File: config.mk
export PLATFORM = sky130hd
export DESIGN_NAME = stencil_grain_set_merge_core
export DESIGN_NICKNAME = d
export VERILOG_FILES = /design/src/sv/sgsm_pkg.sv /design/src/sv/sgsm_cell.sv /design/src/sv/stencil_grain_set_merge_core.sv
export SDC_FILE = /design/constraint.sdc
export NUM_CORES = 1
export LEC_CHECK = 0
export ABC_AREA = 1
export BUFFER_PORTS_ARGS = -buffer_cell sky130_fd_sc_hd__buf_4
export CAP_MARGIN = 20
export CORE_MARGIN = 8
export CORE_UTILIZATION = 40
export DETAILED_ROUTE_END_ITERATION = 7
export SLEW_MARGIN = 25
export SYNTH_ARGS = -nofsm -noshare
export SYNTH_HDL_FRONTEND = slang
export SYNTH_SLANG_ARGS = --single-unit
File: constraint.sdc
create_clock -name clock -period 4.1 [get_ports clock]
set_input_delay 0.41 -clock clock [delete_from_list [all_inputs] [get_ports clock]]
set_output_delay 0.41 -clock clock [all_outputs]
set_load 0.01 [all_outputs]
File: src/sv/sgsm_pkg.sv
// ----------------------------------------------------------------------------
// sgsm_pkg
// Shared types and constants for the stencil grain set merge block.
// ----------------------------------------------------------------------------
package sgsm_pkg;

   localparam int LIST_DEPTH = 8;
   localparam int CNT_W      = $clog2(LIST_DEPTH + 1);

   localparam int GRAIN_W = 16;
   localparam int PHI_W   = 16;
   localparam int PHASE_W = 8;
   localparam int SLOT_W  = 3;
   localparam int LCNT_W  = 4;

   // Broadcast control that every cell of the chain sees in the same cycle.
   typedef struct packed {
      logic               clear;   // transaction accepted with a start mark
      logic               append;  // transaction accepted that stores its grain
      logic [GRAIN_W-1:0] grain;
   } cell_ctl_type;

endpackage

File: src/sv/sgsm_cell.sv
// ----------------------------------------------------------------------------
// sgsm_cell
// One list position: holds a grain id and an occupied flag, extends the
// duplicate-match chain and the all-occupied chain toward its right neighbor.
// ----------------------------------------------------------------------------
module sgsm_cell
   import sgsm_pkg::*;
(
   input  logic         clock,
   input  logic         reset,
   input  cell_ctl_type ctl,
   input  logic         match_in,
   input  logic         full_in,
   output logic         match_out,
   output logic         full_out
);

   logic               occ_ff;
   logic               occ_in;
   logic [GRAIN_W-1:0] grain_ff;
   logic [GRAIN_W-1:0] grain_in;
   logic               occ_eff;
   logic               take;

   // A start mark empties the list before the transaction is looked at.
   assign occ_eff   = occ_ff && !ctl.clear;
   assign match_out = match_in || (occ_eff && (grain_ff == ctl.grain));
   assign full_out  = full_in && occ_eff;

   // The first free cell takes the appended grain.
   assign take = ctl.append && full_in && !occ_eff;

   always_comb begin
      occ_in   = occ_eff || take;
      grain_in = take ? ctl.grain : grain_ff;
   end

   always_ff @(posedge clock) begin
      if (reset) begin
         occ_ff <= 1'b0;
      end else begin
         occ_ff <= occ_in;
      end
      grain_ff <= grain_in;
   end

endmodule

File: src/sv/stencil_grain_set_merge_core.sv
// ----------------------------------------------------------------------------
// stencil_grain_set_merge_core
// Builds the list of distinct active grains of one stencil point in a row of
// list cells; each append gives one response transaction.
// ----------------------------------------------------------------------------
// Timing: a response appears in the cycle after its request is accepted.
// Throughput: one request per cycle unless a response stalls; the cell chain
// finds duplicates in the same cycle; the output register alone sets the pace.
// Reset: synchronous; empties the list and drops any pending response.
// ----------------------------------------------------------------------------
module stencil_grain_set_merge_core
   import sgsm_pkg::*;
(
   input  logic               clock,
   input  logic               reset,
   input  logic               req_valid,
   output logic               req_stall,
   input  logic               req_start_req,
   input  logic               req_from_center,
   input  logic               req_active,
   input  logic [GRAIN_W-1:0] req_grain_id,
   input  logic [PHI_W-1:0]   req_phi_value,
   input  logic [PHASE_W-1:0] req_phase_code,
   output logic               rsp_valid,
   input  logic               rsp_stall,
   output logic [SLOT_W-1:0]  rsp_slot_index,
   output logic [GRAIN_W-1:0] rsp_out_grain,
   output logic [PHI_W-1:0]   rsp_out_phi,
   output logic [PHASE_W-1:0] rsp_out_phase,
   output logic [LCNT_W-1:0]  rsp_list_count,
   output logic               rsp_overflow
);

   cell_ctl_type ctl;
   logic [LIST_DEPTH:0] match_chain;
   logic [LIST_DEPTH:0] full_chain;

   logic               accept;
   logic               dup;
   logic               full;
   logic               emit;
   logic [CNT_W-1:0]   cnt_eff;
   logic [CNT_W-1:0]   cnt_next;
   logic [31:0]        slot_wide;
   logic [31:0]        cnt_wide;

   logic [CNT_W-1:0]   cnt_ff,   cnt_in;
   logic               valid_ff, valid_in;
   logic [SLOT_W-1:0]  slot_ff,  slot_in;
   logic [GRAIN_W-1:0] grain_ff, grain_in;
   logic [PHI_W-1:0]   phi_ff,   phi_in;
   logic [PHASE_W-1:0] phase_ff, phase_in;
   logic [LCNT_W-1:0]  lcnt_ff,  lcnt_in;
   logic               ovf_ff,   ovf_in;

   assign req_stall = valid_ff && rsp_stall;
   assign accept    = req_valid && !req_stall;

   assign match_chain[0] = 1'b0;
   assign full_chain[0]  = 1'b1;

   genvar i;
   generate
      for (i = 0; i < LIST_DEPTH; i++) begin : g_cell
         sgsm_cell u_cell (
            .clock     (clock),
            .reset     (reset),
            .ctl       (ctl),
            .match_in  (match_chain[i]),
            .full_in   (full_chain[i]),
            .match_out (match_chain[i+1]),
            .full_out  (full_chain[i+1])
         );
      end
   endgenerate

   assign dup  = match_chain[LIST_DEPTH];
   assign full = full_chain[LIST_DEPTH];

   // Centre entries skip the duplicate check; a full list still answers.
   assign emit = accept && req_active && (req_from_center || !dup);

   always_comb begin
      ctl.clear  = accept && req_start_req;
      ctl.append = emit && !full;
      ctl.grain  = req_grain_id;

      cnt_eff   = req_start_req ? '0 : cnt_ff;
      cnt_next  = ctl.append ? cnt_eff + CNT_W'(1) : cnt_eff;
      slot_wide = full ? 32'd0 : 32'(cnt_eff);
      cnt_wide  = 32'(cnt_next);

      cnt_in   = accept ? cnt_next : cnt_ff;
      valid_in = emit || (valid_ff && rsp_stall);
      slot_in  = emit ? slot_wide[SLOT_W-1:0] : slot_ff;
      grain_in = emit ? req_grain_id : grain_ff;
      phi_in   = emit ? (req_from_center ? req_phi_value : '0) : phi_ff;
      phase_in = emit ? req_phase_code : phase_ff;
      lcnt_in  = emit ? cnt_wide[LCNT_W-1:0] : lcnt_ff;
      ovf_in   = emit ? full : ovf_ff;
   end

   always_ff @(posedge clock) begin
      if (reset) begin
         cnt_ff   <= '0;
         valid_ff <= 1'b0;
      end else begin
         cnt_ff   <= cnt_in;
         valid_ff <= valid_in;
      end
      slot_ff  <= slot_in;
      grain_ff <= grain_in;
      phi_ff   <= phi_in;
      phase_ff <= phase_in;
      lcnt_ff  <= lcnt_in;
      ovf_ff   <= ovf_in;
   end

   assign rsp_valid      = valid_ff;
   assign rsp_slot_index = slot_ff;
   assign rsp_out_grain  = grain_ff;
   assign rsp_out_phi    = phi_ff;
   assign rsp_out_phase  = phase_ff;
   assign rsp_list_count = lcnt_ff;
   assign rsp_overflow   = ovf_ff;

endmodule

==> qor.csv, run 1 <==
stage;metric;value;unit
outcome;run status;completed;
sta;Worst-Margin Slew;652;ps
synthesis;Post-Syn Area;8350;sq um
route;Residual DRC;0;
global_routing;first-pass GRT wire length;26500;um
route;Post-Route WL;16400;um
worst_hold_path;HP Start;req_phase_code[4];
clock_network;Max Buffers Root-to-Sink;2;
worst_hold_path;Worst Hold Path Cells;1;
route;ANT nets after route;0;
sta;final setup fails;0;
placement;Setup WS pre-CTS;1220;ps
critical_path;crit path capture type;register;
power;Sw Ratio;21.9;%
critical_path;Worst EP required;4220;ps
finish;ant diodes;0;
power;Power Density;414;nW/um^2
sta;final worst slack;1440;ps
global_routing;initial antenna violation count;0;
synthesis;Mapped Cells;794;
route;via count;5210;
run;MaxCap Viol Count;0;
power;leakage power;4.40;nW
finish;FF+latch area;5550;sq um
clock_network;# Post-CTS Setup Buffers;0;
clock_network;Clock Latency Late Sink;430;ps
synthesis;Mean Syn Cell Area;10.5;sq um
critical_path;critical setup path kind;register to register;
clock_network;post-cts gate resize count;0;
clock_network;H-tree depth;4;
critical_path;Worst setup SP type;register;
clock_network;TritonCTS sink count;189;
synthesis;Synth warnings;0;
die;die area;25800;sq um
power;Flop pwr share;52.2;%
sta;post-route minimum period;2660;ps
global_routing;largest net degree at the start of global routing;43;
placement;port bufs;96;
sta;final hold violation count;0;
global_routing;global route hottest layer;met2;
critical_path;RR Endpoint;g_cell[1].u_cell.grain_ff[3];
power;Clock power frac;41.2;%
finish;layout cells sized above 1;17.5;%
sta;relative slew slack;56.4;%
die;core area;20800;sq um
sta;clock skew;11.5;ps
sta;fin crit share;64.9;%
die;Initial Util;40.2;%
synthesis;Synth Register Bits;189;
finish;nets;948;
die;# rows;53;
clock_network;Inserted Clock Buffers;17;
route;Vias/cell;4.39;
worst_hold_path;Hold Crit Class;primary input to register;
power;switching power;907;uW
route;Detailed Route Iter0 Violations;382;
finish;Area Growth Syn to Fin;19.7;%
sta;Max Slew Vio Count;0;
synthesis;sequential share of the synthesized area;66.4;%
global_routing;GR Util met1;16.9;%
clock_network;root buf cell;clkbuf_16;
global_routing;GRT Util Overall;13.1;%
clock_network;CTS Hold Buffers Added;0;
power;peak supply drop;0.308;mV
die;die height;161;um
synthesis;count of different cell masters after synthesis;25;
die;io pins;97;
critical_path;flop2flop setup slack;1440;ps
route;wire per inst;13.8;um
global_routing;GR Layer Usage met2;21.6;%
synthesis;Syn Nets;842;
finish;multi-input logic area;2260;sq um
critical_path;Worst Path Max Fanout;12;
finish;filler instances;1885;
clock_network;Worst-path clk slew;70;ps
placement;Final HPWL DP;11200;um
sta;f_max;376;MHz
global_routing;vias in the first global route;5185;
placement;Placer Congestion;0.810;
global_routing;grt ovf;0;
critical_path;Worst EP arrival;2780;ps
sta;setup TNS;0;ps
worst_hold_path;hold endpoint;rsp_out_phase[4];
die;Die Wd;161;um
power;combinational share of power;6.6;%
power;Pint;3.23;mW
critical_path;r2r startpoint;rsp_valid;
sta;RSZ-0062 raised after global routing;false;
clock_network;CTS tree;done;
critical_path;R2R cell count;16;
route;Pre-antenna DRT Iters;4;
global_routing;met3 Usage GRT;2.74;%
-- metrics by stage --
step | utilization, % | hold slack, ps | power [mW] | instance area (sq um) | cells
after floorplan | - | 452 | 2.36 | 8350 | 794
after global placement | 45.2 | 464 | 2.48 | 9390 | 1156
after detailed placement | 45.2 | 478 | 2.48 | 9390 | 1156
after CTS | 48.2 | 136 | 4.19 | 10000 | 1188
after global routing | 48.2 | 136 | 4.28 | 10000 | 1188
final | 48.2 | 154 | 4.14 | 10000 | 1188
-- power by group through the flow --
stage / Clock (mW) / Combinational (mW) / Sequential, mW
finish: 1.71 / 0.273 / 2.16
global route: 1.81 / 0.309 / 2.16
CTS: 1.75 / 0.280 / 2.16
detailed placement: 0 / 0.279 / 2.20
global placement: 0 / 0.276 / 2.20
floorplan: 0 / 0.146 / 2.21
-- worst max-delay path by stage --
stage / from / endpoint / slack, ps / depth (start not counted)
6_report: rsp_valid / g_cell[1].u_cell.grain_ff[3] / 1440 / 16
3_5_place_dp: rsp_stall / g_cell[1].u_cell.grain_ff[11] / 1220 / 17
5_1_grt: rsp_valid / g_cell[0].u_cell.grain_ff[6] / 1190 / 14
3_3_place_gp: rsp_stall / g_cell[0].u_cell.grain_ff[1] / 1230 / 15
4_1_cts: rsp_valid / g_cell[1].u_cell.grain_ff[4] / 1380 / 16
2_1_floorplan: req_grain_id[3] / g_cell[5].u_cell.grain_ff[0] / 1000 / 16
-- metal layers --
metal | part of all wire (%) | vias up
met1 | 46 | 2386
met4 | 1.4 | 0
met3 | 4.6 | 16
li1 | - | 2712
met2 | 48 | 96
met5 | 0 | -
-- cell families after synthesis --
logic type	Yosys count	share of synthesized area, %
XOR/XNOR	70	7.34
flip-flops	189	66.4
AO/OA/AOI/OAI	15	0.899
adder cells (fa/ha/maj)	1	0.150
buffers and inverters	134	6.74
AND/OR/NAND/NOR	385	18.5
-- worst max-delay path: stages, from the launching register on --
cell	delay, ps
dfxtp_1	320
nand2_2	110
nand3_4	140
nand2_1	130
inv_1	90
nand3_1	80
nor2_1	40
nand2_1	50
nand2_1	50
nor2_1	90
nand2_1	70
nand2_2	130
nand3_4	130
inv_4	130
nand2_1	80
nor2_1	380
buf_4	320
-- placed cells by master (no fill, tap or decap), types with 3 or more instances in the layout --
| master | n |
|---|---|
| dfxtp_1 | 13 |
| nand2_1 | 262 |
| nand2_2 | 5 |
| inv_1 | 106 |
| inv_6 | 5 |
| inv_2 | 7 |
| nor3_1 | 3 |
| xnor2_1 | 14 |
| nand4_1 | 4 |
| edfxtp_1 | 176 |
| nor3_2 | 4 |
| nor2_1 | 88 |
| a21oi_1 | 13 |
| buf_4 | 107 |
| bufinv_16 | 3 |
| xor2_1 | 56 |
| clkbuf_16 | 17 |
| nand3_1 | 14 |
-- cell usage after synthesis --
library cell / instances / area (sq um)
xnor2_1: 14 / 123
o21ai_0: 1 / 5.00
nand2_2: 5 / 31.3
ha_1: 1 / 12.5
nor3_1: 6 / 30.0
buf_6: 1 / 11.3
nor2_4: 1 / 11.3
xor2_1: 56 / 490
inv_2: 6 / 22.5
nor2_2: 1 / 6.26
nand2_4: 1 / 11.3
a21oi_1: 14 / 70.1
clkbuf_1: 3 / 11.3
nor2_1: 88 / 330
nand3_4: 2 / 35.0
nand2_1: 262 / 983
nand4_1: 4 / 25.0
dfxtp_1: 13 / 260
nand3_1: 14 / 70.1
edfxtp_1: 176 / 5290
inv_1: 107 / 402
nor3_2: 1 / 10.0
inv_4: 1 / 6.26
buf_2: 4 / 20.0
buf_4: 12 / 90.1
-- registers in the layout, indices dropped and copies added, names as in the netlist, 3 cells and up --
register / count
g_cell.u_cell.grain_ff: 128
rsp_out_grain: 16
rsp_out_phi: 16
g_cell.u_cell.occ_ff: 8
rsp_out_phase: 8
cnt_ff: 4
rsp_list_count: 4
rsp_slot_index: 3
-- area by class of cell --
type                       instances  area share (%)
inverter                         114            4.31
clock buffer                      18            4.29
clock inverter                    14            1.81
tap                              275            3.44
timing repair buffer             107            8.04
multi-input combinational        471            22.6
sequential                       189            55.5
No activity file was read; power rests on OpenSTA's default activity.
==> inputs of run 2 (changes only) <==
- ABC_AREA: 1 -> 0
- clock period: 4.1 -> 2.8 ns (I/O delays scaled with it)
==> run 2 against run 1 <==
Worst hold slack got worse by 130 ps; fmax rose by 0.50%; area after synthesis shrank 6.0%; combinational power increased by 48%; clock power is 61% higher; critical path type unchanged.
==> qor.csv, run 2 <==
stage;metric;value;unit
route;Detailed Route Iter0 Violations;325;
synthesis;dominant synthesized flop cell;edfxtp_1;
die;die height;156;um
sta;clock skew;10.6;ps
synthesis;largest family of logic cells by synthesized area;XOR/XNOR gates;
route;via count;4289;
placement;Final HPWL DP;11100;um
power;Power Density;645;nW/um^2
synthesis;Synth Area in Simple Gates;8.68;%
placement;Placed Cells;846;
synthesis;mux share of post-synthesis cell area;0.685;%
synthesis;synth top area cells;edfxtp_1, xor2_1, dfxtp_1;
die;Die Wd;156;um
critical_path;Worst EP required;2940;ps
synthesis;area leader, netlist;edfxtp_1;
critical_path;critical setup path kind;register to register;
finish;fin area;9780;sq um
global_routing;GR Layer Usage met2;24.0;%
synthesis;Adder-Cell Fraction of Synth Area;0.159;%
route;Vias/cell;4.88;
global_routing;global route hottest layer;met2;
worst_hold_path;HP Start;req_phase_code[2];
critical_path;Worst setup SP type;register;
synthesis;list of most frequent post-synthesis cells;edfxtp_1, xor2_1, nor4_1, xnor2_1, and2_1;
global_routing;GRT Util Overall;14.1;%
synthesis;Post-synth EDFFs;176;
sta;Worst-Margin Slew;418;ps
synthesis;Mean Syn Cell Area;16.1;sq um
clock_network;Clock Latency Late Sink;430;ps
global_routing;largest net degree at the start of global routing;38;
worst_hold_path;hold endpoint;rsp_out_phase[2];
global_routing;first-pass GRT wire length;25600;um
placement;port bufs;96;
synthesis;Syn Nets;536;
sta;f_max;377;MHz
global_routing;grt ovf;0;
outcome;run status;completed;
sta;RSZ-0062 raised after global routing;true;
critical_path;Worst Path Max Fanout;16;
die;# rows;51;
clock_network;Max Buffers Root-to-Sink;2;
synthesis;area fraction of the dominant cell type after synthesis;67.3;%
clock_network;TritonCTS sink count;189;
synthesis;most common cell in the netlist;edfxtp_1;
global_routing;vias in the first global route;4369;
route;wire per inst;19.2;um
finish;ant diodes;0;
sta;relative slew slack;72.0;%
die;core area;19400;sq um
synthesis;sequential share of the synthesized area;70.6;%
power;peak supply drop;0.370;mV
sta;Max Slew Vio Count;0;
sta;final setup fails;0;
critical_path;R2R cell count;9;
sta;final hold violation count;0;
run;MaxCap Viol Count;0;
die;io pins;97;
global_routing;GR Util met1;17.8;%
sta;post-route minimum period;2650;ps
clock_network;CTS tree;done;
clock_network;Inserted Clock Buffers;17;
finish;most flop-heavy register;g_cell.u_cell.grain_ff;
finish;max reg flops;128;
synthesis;count of different cell masters after synthesis;47;
finish;filler instances;1622;
clock_network;root buf cell;clkbuf_16;
critical_path;r2r startpoint;rsp_valid;
finish;nets;648;
synthesis;post-synthesis xor/xnor area fraction;14.5;%
sta;fin crit share;94.6;%
global_routing;met3 Usage GRT;3.02;%
route;Pre-antenna DRT Iters;4;
finish;layout cells sized above 1;28.2;%
clock_network;H-tree depth;4;
synthesis;Synth Register Bits;189;
route;Residual DRC;0;
route;ANT nets after route;0;
synthesis;Post-Syn Area;7860;sq um
power;leakage power;3.41;nW
global_routing;initial antenna violation count;0;
critical_path;RR Endpoint;g_cell[4].u_cell.grain_ff[12];
synthesis;Synth warnings;0;
die;die area;24400;sq um
critical_path;crit path capture type;register;
finish;Area Growth Syn to Fin;24.5;%
finish;most frequent cells in the layout;edfxtp_1, buf_4, xor2_1;
placement;Placer Congestion;0.802;
worst_hold_path;Hold Crit Class;primary input to register;
critical_path;flop2flop setup slack;150;ps
worst_hold_path;Worst Hold Path Cells;1;
finish;Layout Cells excl Fill;878;
clock_network;Worst-path clk slew;70;ps
synthesis;Synth Area in Compound Gates;2.82;%
synthesis;Mapped Cells;488;
route;Post-Route WL;16900;um
synthesis;asr flop ratio synth;0;%
clock_network;CTS Hold Buffers Added;0;
critical_path;Worst EP arrival;2790;ps
placement;Cell Area, Placed;9090;sq um
die;Initial Util;40.5;%
finish;most common cell after layout, fill and taps aside;edfxtp_1;
==> run 2: cell types whose count changed after synthesis, moves of 6 or more <==
cell and change:
inv_1 -99, and2_1 +17, xor2_1 +50, nand2_1 -248, a21oi_1 -10, nor4_1 +26, nor2_1 -83, inv_2 -6
xnor2_1 +10, nand3_1 -6
==> run 2: how the worst max path moves through the flow <==
stage                          from                            end  slack [ps]  depth (start not counted)
final                     rsp_valid  g_cell[4].u_cell.grain_ff[12]         150                          9
after global placement    rsp_stall  g_cell[0].u_cell.grain_ff[15]          60                          9
after floorplan           rsp_valid   g_cell[1].u_cell.grain_ff[0]        -290                          7
after global routing      rsp_valid  g_cell[4].u_cell.grain_ff[14]         0.5                          9
after CTS                 rsp_valid   g_cell[0].u_cell.grain_ff[7]         100                          8
after detailed placement  rsp_stall   g_cell[0].u_cell.grain_ff[3]          30                          9
==> run 2: repair_timing <==
| item | 4_1_cts | 5_1_grt |
|---|---|---|
| buffers inserted | 0 | 0 |
| endpoints found under the setup margin | 0 | 16 |
| resized for setup | 0 | 1 |
==> run 2: kinds of logic (layout without fill, tap and decap cells) <==
family,count (synthesis),count (layout)
AO/OA/AOI/OAI,22,22
XOR/XNOR,130,130
adder cells (fa/ha/maj),1,1
buffers and inverters,32,157
flip-flops,189,189
multiplexers,5,5
AND/OR/NAND/NOR,109,109
==> run 2: stage by stage <==
| stage | setup WS (ps) | total power, mW | utilization [%] | TNS (ps) | hold WS (ps) |
|---|---|---|---|---|---|
| floorplan | -286 | 3.43 | - | -8930 | 379 |
| detailed placement | 29.9 | 3.63 | 46.9 | 0 | 459 |
| global placement | 62.8 | 3.63 | 46.9 | 0 | 459 |
| CTS | 99.6 | 6.37 | 50.4 | 0 | 5.99 |
| finish | 151 | 6.31 | 50.4 | 0 | 24.1 |
| global route | 0.488 | 6.50 | 50.4 | 0 | 3.22 |
==> run 2: worst max-delay path: stages (launching register included) <==
cell,delay (ps)
dfxtp_2,340
a21boi_4,310
nand2_4,160
nand2_1,190
o32ai_2,120
o41ai_4,440
nand2_4,210
buf_12,200
nor4_4,190
buf_12,190
==> run 2: layout make-up <==
type                    instances  area (sq um)  share of cell area (%)
flip-flops and latches        189          5550                    56.7
clock buffers                  19           453                    4.63
well taps                     265           332                    3.39
clock inverters                13           233                    2.38
inverters                       8          33.8                   0.345
repair buffers                117           991                    10.1
multi-input cells             267          2190                    22.4
==> run 2: metal layers <==
layer / part of all wire (%) / wire length, um / up-vias
li1: - / - / 2014
met3: 6.1 / 1020 / 17
met5: 0 / 0 / -
met1: 42 / 7010 / 2149
met2: 51 / 8600 / 109
met4: 1.4 / 241 / 0
==> run 2: power breakdown <==
group / switching [mW] / total [mW] / internal [mW] / leakage, nW
clock: 1.02 / 2.75 / 1.73 / 0.334
sequential: 0.0183 / 3.16 / 3.14 / 1.71
combinational: 0.238 / 0.405 / 0.167 / 1.37
